===== src/stq_pkg.sv =====
package stq_pkg;

    localparam int HANDLE_W = 4;
    localparam int TIME_W   = 64;
    localparam int WAIT_W   = 32;

    typedef enum logic [1:0] {
        OP_ADD,
        OP_REMOVE,
        OP_POP,
        OP_QUERY
    } t_op;

    typedef enum logic [2:0] {
        ST_OK,
        ST_EMPTY,
        ST_FULL,
        ST_NOT_FOUND,
        ST_DUPLICATE
    } t_status;

    typedef struct packed {
        logic [TIME_W-1:0]   deadline;
        logic [HANDLE_W-1:0] handle;
    } t_entry;

    typedef enum logic [1:0] {
        CELL_HOLD,
        CELL_TAKE_LEFT,
        CELL_TAKE_RIGHT,
        CELL_LOAD
    } t_cell_cmd;

    typedef struct packed {
        logic later;
        logic match;
    } t_cell_flags;

endpackage


===== src/stq_req_if.sv =====
interface stq_req_if import stq_pkg::*; ();
    logic                valid;
    logic                ready;
    logic [1:0]          operation;
    logic [HANDLE_W-1:0] timer_handle;
    logic [TIME_W-1:0]   deadline;
    logic [TIME_W-1:0]   current_time;

    modport source (
        output valid, operation, timer_handle, deadline, current_time,
        input  ready
    );
    modport sink (
        input  valid, operation, timer_handle, deadline, current_time,
        output ready
    );
endinterface


===== src/stq_rsp_if.sv =====
interface stq_rsp_if import stq_pkg::*; ();
    logic                valid;
    logic                ready;
    logic [2:0]          status;
    logic [HANDLE_W-1:0] popped_handle;
    logic [TIME_W-1:0]   popped_deadline;
    logic [WAIT_W-1:0]   wait_time;

    modport source (
        output valid, status, popped_handle, popped_deadline, wait_time,
        input  ready
    );
    modport sink (
        input  valid, status, popped_handle, popped_deadline, wait_time,
        output ready
    );
endinterface


===== src/stq_cell.sv =====
module stq_cell import stq_pkg::*; (
    input  logic        i_clk,
    input  logic        i_cmp,
    input  logic        i_occupied,
    input  t_entry      i_key,
    input  t_cell_cmd   i_cmd,
    input  t_entry      i_left,
    input  t_entry      i_right,
    output t_entry      o_entry,
    output t_cell_flags o_flags
);

    t_entry      r_entry;
    t_entry      n_entry;
    t_cell_flags r_flags;
    t_cell_flags n_flags;

    always_comb begin
        n_flags.later = !i_occupied || (i_key.deadline < r_entry.deadline);
        n_flags.match = i_occupied && (i_key.handle == r_entry.handle);
    end

    always_comb begin
        case (i_cmd)
            CELL_TAKE_LEFT:  n_entry = i_left;
            CELL_TAKE_RIGHT: n_entry = i_right;
            CELL_LOAD:       n_entry = i_key;
            default:         n_entry = r_entry;
        endcase
    end

    always_ff @(posedge i_clk) begin
        r_entry <= n_entry;
        if (i_cmp) begin
            r_flags <= n_flags;
        end
    end

    assign o_entry = r_entry;
    assign o_flags = r_flags;

endmodule


===== src/sorted_timer_queue_unit.sv =====
// An accepted request is compared in every cell in S_CMP, then applied in
// S_UPD, where the cell chain shifts by at most one position and the response
// is registered once the slot is free. New requests enter in idle or at commit.
// Reset (synchronous, active low) empties the queue and the response slot;
// no clearing pass is needed, cell contents are ignored beyond the count.
module sorted_timer_queue_unit import stq_pkg::*; #(
    parameter int QUEUE_ENTRIES = 16
) (
    input  logic      i_clk,
    input  logic      i_rst_n,
    stq_req_if.sink   i_req,
    stq_rsp_if.source o_rsp
);

    localparam int CNT_W = $clog2(QUEUE_ENTRIES + 1);
    localparam int LVLS  = $clog2(QUEUE_ENTRIES);

    typedef enum logic [1:0] {
        S_IDLE,
        S_CMP,
        S_UPD
    } t_state;

    t_state              r_state;
    t_op                 r_op;
    t_entry              r_key;
    logic [TIME_W-1:0]   r_now;
    logic [CNT_W-1:0]    r_count;
    logic                r_due;
    logic [WAIT_W-1:0]   r_wait;
    logic                r_out_valid;
    t_status             r_status;
    logic [HANDLE_W-1:0] r_p_handle;
    logic [TIME_W-1:0]   r_p_deadline;
    logic [WAIT_W-1:0]   r_wait_out;

    t_entry      w_entry [QUEUE_ENTRIES];
    t_cell_flags w_flags [QUEUE_ENTRIES];
    t_cell_cmd   w_cmd   [QUEUE_ENTRIES];

    logic [QUEUE_ENTRIES-1:0] later_vec;
    logic [QUEUE_ENTRIES-1:0] later_prev;
    logic [QUEUE_ENTRIES-1:0] match_vec;
    logic [QUEUE_ENTRIES-1:0] pre_vec;

    logic    out_free;
    logic    commit;
    logic    accept;
    logic    found;
    logic    empty;
    logic    full;
    logic    pop_ok;
    logic    query_ok;
    t_status status;

    assign out_free    = !r_out_valid || o_rsp.ready;
    assign commit      = (r_state == S_UPD) && out_free;
    assign i_req.ready = (r_state == S_IDLE) || commit;
    assign accept      = i_req.valid && i_req.ready;

    genvar g;
    generate
        for (g = 0; g < QUEUE_ENTRIES; g++) begin : g_cell
            t_entry w_left;
            t_entry w_right;
            if (g == 0) begin : g_first
                assign w_left = w_entry[0];
            end else begin : g_mid
                assign w_left = w_entry[g-1];
            end
            if (g == QUEUE_ENTRIES - 1) begin : g_last
                assign w_right = w_entry[g];
            end else begin : g_inner
                assign w_right = w_entry[g+1];
            end

            stq_cell u_cell (
                .i_clk      (i_clk),
                .i_cmp      (r_state == S_CMP),
                .i_occupied (CNT_W'(g) < r_count),
                .i_key      (r_key),
                .i_cmd      (w_cmd[g]),
                .i_left     (w_left),
                .i_right    (w_right),
                .o_entry    (w_entry[g]),
                .o_flags    (w_flags[g])
            );

            assign later_vec[g] = w_flags[g].later;
            assign match_vec[g] = w_flags[g].match;
        end
    endgenerate

    assign later_prev = {later_vec[QUEUE_ENTRIES-2:0], 1'b0};

    // parallel prefix OR: cells at or behind the removed entry
    always_comb begin
        pre_vec = match_vec;
        for (int l = 0; l < LVLS; l++) begin
            pre_vec = pre_vec | (pre_vec << (1 << l));
        end
    end

    assign found = |match_vec;
    assign empty = (r_count == '0);
    assign full  = (r_count == CNT_W'(QUEUE_ENTRIES));

    always_comb begin
        case (r_op)
            OP_ADD:    status = found ? ST_DUPLICATE : (full ? ST_FULL : ST_OK);
            OP_REMOVE: status = found ? ST_OK : ST_NOT_FOUND;
            OP_POP:    status = (empty || !r_due) ? ST_EMPTY : ST_OK;
            default:   status = empty ? ST_EMPTY : ST_OK;
        endcase
    end

    assign pop_ok   = (r_op == OP_POP) && (status == ST_OK);
    assign query_ok = (r_op == OP_QUERY) && (status == ST_OK);

    always_comb begin
        for (int i = 0; i < QUEUE_ENTRIES; i++) begin
            w_cmd[i] = CELL_HOLD;
            if (commit && status == ST_OK) begin
                case (r_op)
                    OP_ADD: begin
                        if (later_prev[i]) begin
                            w_cmd[i] = CELL_TAKE_LEFT;
                        end else if (later_vec[i]) begin
                            w_cmd[i] = CELL_LOAD;
                        end
                    end
                    OP_REMOVE: begin
                        if (pre_vec[i]) begin
                            w_cmd[i] = CELL_TAKE_RIGHT;
                        end
                    end
                    OP_POP:  w_cmd[i] = CELL_TAKE_RIGHT;
                    default: w_cmd[i] = CELL_HOLD;
                endcase
            end
        end
    end

    always_ff @(posedge i_clk) begin
        if (!i_rst_n) begin
            r_state     <= S_IDLE;
            r_count     <= '0;
            r_out_valid <= 1'b0;
        end else begin
            case (r_state)
                S_IDLE: begin
                    if (accept) begin
                        r_state <= S_CMP;
                    end
                end
                S_CMP: begin
                    r_state <= S_UPD;
                    r_due   <= (r_now >= w_entry[0].deadline);
                    r_wait  <= w_entry[0].deadline[WAIT_W-1:0] - r_now[WAIT_W-1:0];
                end
                S_UPD: begin
                    if (commit) begin
                        r_state <= accept ? S_CMP : S_IDLE;
                    end
                end
                default: r_state <= S_IDLE;
            endcase

            if (accept) begin
                r_op             <= t_op'(i_req.operation);
                r_key.handle     <= i_req.timer_handle;
                r_key.deadline   <= i_req.deadline;
                r_now            <= i_req.current_time;
            end

            if (commit) begin
                r_out_valid  <= 1'b1;
                r_status     <= status;
                r_p_handle   <= pop_ok ? w_entry[0].handle : '0;
                r_p_deadline <= pop_ok ? w_entry[0].deadline : '0;
                r_wait_out   <= query_ok ? r_wait : '0;
                if (status == ST_OK) begin
                    if (r_op == OP_ADD) begin
                        r_count <= r_count + CNT_W'(1);
                    end else if (r_op == OP_REMOVE || r_op == OP_POP) begin
                        r_count <= r_count - CNT_W'(1);
                    end
                end
            end else if (o_rsp.ready) begin
                r_out_valid <= 1'b0;
            end
        end
    end

    assign o_rsp.valid           = r_out_valid;
    assign o_rsp.status          = r_status;
    assign o_rsp.popped_handle   = r_p_handle;
    assign o_rsp.popped_deadline = r_p_deadline;
    assign o_rsp.wait_time       = r_wait_out;

    a_count_bound: assert property (@(posedge i_clk) disable iff (!i_rst_n)
        r_count <= CNT_W'(QUEUE_ENTRIES))
        else $error("entry count above capacity");

    a_accept_to_cmp: assert property (@(posedge i_clk) disable iff (!i_rst_n)
        accept |=> r_state == S_CMP)
        else $error("accepted request not compared next cycle");

    a_rsp_from_upd: assert property (@(posedge i_clk) disable iff (!i_rst_n)
        $rose(r_out_valid) |-> $past(r_state == S_UPD))
        else $error("response raised outside update cycle");

    a_add_grows: assert property (@(posedge i_clk) disable iff (!i_rst_n)
        (commit && r_op == OP_ADD && status == ST_OK)
            |=> r_count == $past(r_count) + CNT_W'(1))
        else $error("successful add did not grow the queue");

endmodule

===== src/flat_wrapper.sv =====
// flat-port wrapper written by rule: the top's interface ports become plain ports
module sorted_timer_queue_unit_flat import stq_pkg::*;
#(
    parameter int QUEUE_ENTRIES = 16
)
  (i_clk, i_rst_n, i_req_valid, i_req_operation, i_req_timer_handle, i_req_deadline, i_req_current_time, i_req_ready, o_rsp_valid, o_rsp_status, o_rsp_popped_handle, o_rsp_popped_deadline, o_rsp_wait_time, o_rsp_ready);
  stq_req_if i_req_i ();
  stq_rsp_if o_rsp_i ();
  input  logic i_clk;
  input  logic i_rst_n;
  input wire logic [$bits(i_req_i.valid)-1:0] i_req_valid;
  input wire logic [$bits(i_req_i.operation)-1:0] i_req_operation;
  input wire logic [$bits(i_req_i.timer_handle)-1:0] i_req_timer_handle;
  input wire logic [$bits(i_req_i.deadline)-1:0] i_req_deadline;
  input wire logic [$bits(i_req_i.current_time)-1:0] i_req_current_time;
  output wire logic [$bits(i_req_i.ready)-1:0] i_req_ready;
  output wire logic [$bits(o_rsp_i.valid)-1:0] o_rsp_valid;
  output wire logic [$bits(o_rsp_i.status)-1:0] o_rsp_status;
  output wire logic [$bits(o_rsp_i.popped_handle)-1:0] o_rsp_popped_handle;
  output wire logic [$bits(o_rsp_i.popped_deadline)-1:0] o_rsp_popped_deadline;
  output wire logic [$bits(o_rsp_i.wait_time)-1:0] o_rsp_wait_time;
  input wire logic [$bits(o_rsp_i.ready)-1:0] o_rsp_ready;
  assign i_req_i.valid = i_req_valid;
  assign i_req_i.operation = i_req_operation;
  assign i_req_i.timer_handle = i_req_timer_handle;
  assign i_req_i.deadline = i_req_deadline;
  assign i_req_i.current_time = i_req_current_time;
  assign i_req_ready = i_req_i.ready;
  assign o_rsp_valid = o_rsp_i.valid;
  assign o_rsp_status = o_rsp_i.status;
  assign o_rsp_popped_handle = o_rsp_i.popped_handle;
  assign o_rsp_popped_deadline = o_rsp_i.popped_deadline;
  assign o_rsp_wait_time = o_rsp_i.wait_time;
  assign o_rsp_i.ready = o_rsp_ready;
  sorted_timer_queue_unit #(.QUEUE_ENTRIES(QUEUE_ENTRIES)) u_core (.i_clk(i_clk), .i_rst_n(i_rst_n), .i_req(i_req_i), .o_rsp(o_rsp_i));
endmodule

===== config.mk =====
export PLATFORM = sky130hd
export DESIGN_NAME = sorted_timer_queue_unit_flat
export DESIGN_NICKNAME = d
export VERILOG_FILES = /design/src/stq_pkg.sv /design/src/stq_req_if.sv /design/src/stq_rsp_if.sv /design/src/stq_cell.sv /design/src/sorted_timer_queue_unit.sv /design/src/flat_wrapper.sv
export SDC_FILE = /design/constraint.sdc
export NUM_CORES = 2
export LEC_CHECK = 0
export ABC_CLOCK_PERIOD_IN_PS = 17850
export BUFFER_PORTS_ARGS = -buffer_cell sky130_fd_sc_hd__buf_2
export CORE_ASPECT_RATIO = 1.5
export CORE_UTILIZATION = 50
export DETAILED_ROUTE_END_ITERATION = 10
export PLACE_DENSITY = 0.66
export SKIP_CTS_REPAIR_TIMING = 1
export SLEW_MARGIN = 20
export SYNTH_ARGS = -nofsm -noshare
export SYNTH_HDL_FRONTEND = slang
export SYNTH_SLANG_ARGS = --single-unit

===== constraint.sdc =====
create_clock -name i_clk -period 17.85 [get_ports i_clk]
set_input_delay 1.785 -clock i_clk [delete_from_list [all_inputs] [get_ports i_clk]]
set_output_delay 1.785 -clock i_clk [all_outputs]
set_load 0.1 [all_outputs]

==> metrics <==
Peak VDD IR 68.4 uV; run status complete, but fails checks; non-filler cells, final 11,753; initial core utilization roughly half; GPL Wtd Cong 0.966; Synth Area in XOR/XNOR less than 1%; Synth area leaders edfxtp_1 (46%), ha_1 (15%), nand2_1 (6.1%), inv_1 (5.3%), a22oi_1 (5.1%); failing checks DRC; Post-DP HPWL 217,000 um; Layout Nets 10,467; Syn-to-layout area delta 9.88%; CP dominant cell by count buf_4; setup tns final 0 ns; Synth Area in Simple Gates 11.2%; H-Tree Depth 4; WP buf/inv 3; Synth Area per Inst 9.96 um^2; CTS buffer count 158; Final ANT Viol Nets 0; Placed Cells 11,472; Worst EP arrival 5.58 ns; reg2reg setup slack 12.70 ns; syn nets ~10,000; Cell Area, Synth slightly above 0.09 mm^2; critical path type reg2reg; multi-input logic area 0.0427 mm^2; number of flops mapped to enable cells by yosys approximately 1,400; Synth Area in Compound Gates 16.7%; TritonCTS clock tree built; Cell Area, Placed 0.0947 mm^2; vias in the first global route roughly 75,000; fin crit share 28.8%; Longest Clk Path Bufs 4; main combinational cell family by area after synthesis compound AO/OA/AOI/OAI gates; Post-route DRC 9; RR Endpoint u_core.g_cell[3].u_cell.o_entry[19]; critical path endpoint category register; final core occ 55.3%; Synth Instances 9,126; area leader, netlist edfxtp_1; WL final ~300,000 um; top-count cell post-synth nand2_1; largest net degree at the start of global routing 105; share of layout cells above drive strength 1 8.33%; Max Cap Viol 0; unrepaired setup endpoints after global routing no; CP endpoint u_core.g_cell[3].u_cell.o_entry[19]; Die X 350 um; Max Clock Skew roughly 0.075 ns; via count 73,689; CP required 18.28 ns; DRT Pass-1 Iters 11; cell family with most CP delay simple AND/OR/NAND/NOR gates; Slowest cell on crit path nor3_1; Slew Viols, Final 0; final worst path period need 5.15 ns; final setup vio count 0; initial antenna violation count 5; LEAKAGE 43.7 nW; first-pass GRT wire length 450,000 um; Sequential Area 0.0419 mm^2; total core area 0.180 mm^2; crit path cell chain nor3_1 -> and2_4 -> o21ai_0 -> nand2_1 -> nor2_4 -> buf_4 -> nand2_2 -> buf_4 -> nand2_4 -> buf_4; Fin. Hold Viols 0; slowest stage delay, CP 0.87 ns; Critical Path Source u_core.r_count[2]; #FFs+latches synth roughly 1,400; FFs w/ async S/R, synth 0%; library cells used by synthesis 81; critical path startpoint category register; Clk pin slew, worst setup/hold paths 0.06 ns; top cell type's share of synthesized area 45.9%; Reg2Reg Launch Point u_core.r_count[2]; Slew Limit Headroom between 20% and 30%; root buffer cell clkbuf_16; CTS Sinks between 1,000 and 1,500; Design Area, Final about 0.1 mm^2; die height about 520 um; Worst-Margin Slew 1.17 ns; drt wl/cell 25.6 um; r2r worst-path depth 10; Synth top cells by count nand2_1 (1,477), edfxtp_1 (1,390), inv_1 (1,285); Die ar. 0.184 mm^2; num rows 191; Post-Synth Adder-Cell Area 15.3%; Hold/Removal Path Class reg2reg; multiplexer area fraction after synthesis 2.42%; IO Count 243; power density cells 75.0 mW/mm^2; Clock Latency Late Sink around 0.86 ns; GRT Overall Usage about a third; Max FO, Critical Path 69; Vias per Instance 6.27; Layout fillers 15,737; post-synthesis sequential area ratio between 40% and 50%; Port Buffers 242; Main synth FF type edfxtp_1; total gr overflow 0; Yosys warning total 0; drt initial violations 7,745; achievable frequency 194 MHz; CP Depth 10
-- layout by cell type, fill, tap and decap left out, drive strengths merged, types with 15 or more instances in the layout --
cell     Yosys  final
and2        44     44
nand2b      47     47
clkinv       0     58
buf        127    394
xnor2       69     69
o21ai      464    464
nand2     1477   1477
a21oi      415    415
o31ai       17     17
o211ai      37     37
nand4      181    181
or3         17     17
edfxtp    1390   1390
clkbuf     332    189
a211oi      71     71
mux2        73     73
inv       1285   1288
ha        1107   1107
and3        16     16
a21o       223    223
a2111oi     23     23
o21a        30     30
nor4        20     20
nand3       61     61
nor2b       51     51
a221oi      15     15
mux2i      138    138
nor3       128    128
a31oi       24     24
a22oi      613    613
xor2        20     20
nor2       273    273
bufinv       0     17
a222oi     204    204
-- logic make-up after synthesis --
kind of cell    count (synthesis)
flops                        1398
buf+inv                      1744
compound gates               2225
fa+ha+maj                    1108
simple gates                 2351
mux                           211
xor+xnor                       89
-- report_power, final --
group	switching [mW]	internal, mW	total [mW]
combinational	0.343	0.171	0.514
clock	1.43	1.90	3.33
sequential	0.0303	3.62	3.65
total	1.80	5.69	7.49
-- layout make-up --
cell class	count	share of cell area, %
Clock buffer	189	4.14
Timing Repair Buffer	394	2.38
Antenna cell	4	0.0100
Multi-Input combinational cell	5984	42.7
Inverter	1285	4.83
Tap cell	2412	3.02
Clock inverter	87	0.917
Sequential cell	1398	42.0
-- worst register-to-register path, cell delays in order (launching register included) --
cell     delay, ns
dfxtp_1       0.46
nor3_1        0.87
and2_4        0.59
o21ai_0       0.22
nand2_1       0.41
nor2_4        0.12
buf_4         0.25
nand2_2       0.10
buf_4         0.75
nand2_4       0.38
buf_4         0.45
-- layer usage --
layer	part of all wire, %	routed length (um)	vias up	global-route usage (%)
li1	-	-	33338	-
met1	34	103000	35724	33.7
met2	50	152000	3393	57.3
met3	6.3	18900	1232	4.78
met4	9.2	27600	2	26.3
met5	0.0043	13	-	0
-- how the worst min path moves through the flow --
stage	start	to	cells after the start
finish	u_core.r_wait[8]	u_core.o_rsp.wait_time[8]	1
detailed placement	u_core.r_wait[0]	u_core.o_rsp.wait_time[0]	1
CTS	u_core.r_wait[8]	u_core.o_rsp.wait_time[8]	1
global placement	u_core.r_wait[11]	u_core.o_rsp.wait_time[11]	1
floorplan	u_core.r_wait[0]	u_core.o_rsp.wait_time[0]	1
global route	u_core.r_wait[8]	u_core.o_rsp.wait_time[8]	1
-- flip-flops by register name (all words and copies together) (netlist names) --
signal	count
u_core.g_cell.u_cell.o_entry	1088
u_core.g_cell.u_cell.o_flags	32
u_core.o_rsp.popped_deadline	64
u_core.o_rsp.popped_handle	4
u_core.o_rsp.status	3
u_core.o_rsp.valid	1
u_core.o_rsp.wait_time	32
u_core.r_count	5
u_core.r_due	1
u_core.r_key	68
u_core.r_now	64
u_core.r_op	2
u_core.r_state	2
u_core.r_wait	32
-- metrics by stage --
step | total power, mW | hold slack (ns) | setup slack [ns]
3_5_place_dp | 4.22 | 0.501 | 12.09
5_1_grt | 7.69 | 0.509 | 12.50
3_3_place_gp | 4.20 | 0.500 | 12.21
4_1_cts | 7.52 | 0.483 | 12.77
6_report | 7.49 | 0.480 | 12.70
2_1_floorplan | 4.04 | 0.497 | 10.09
No activity file was read; power rests on OpenSTA's default activity.
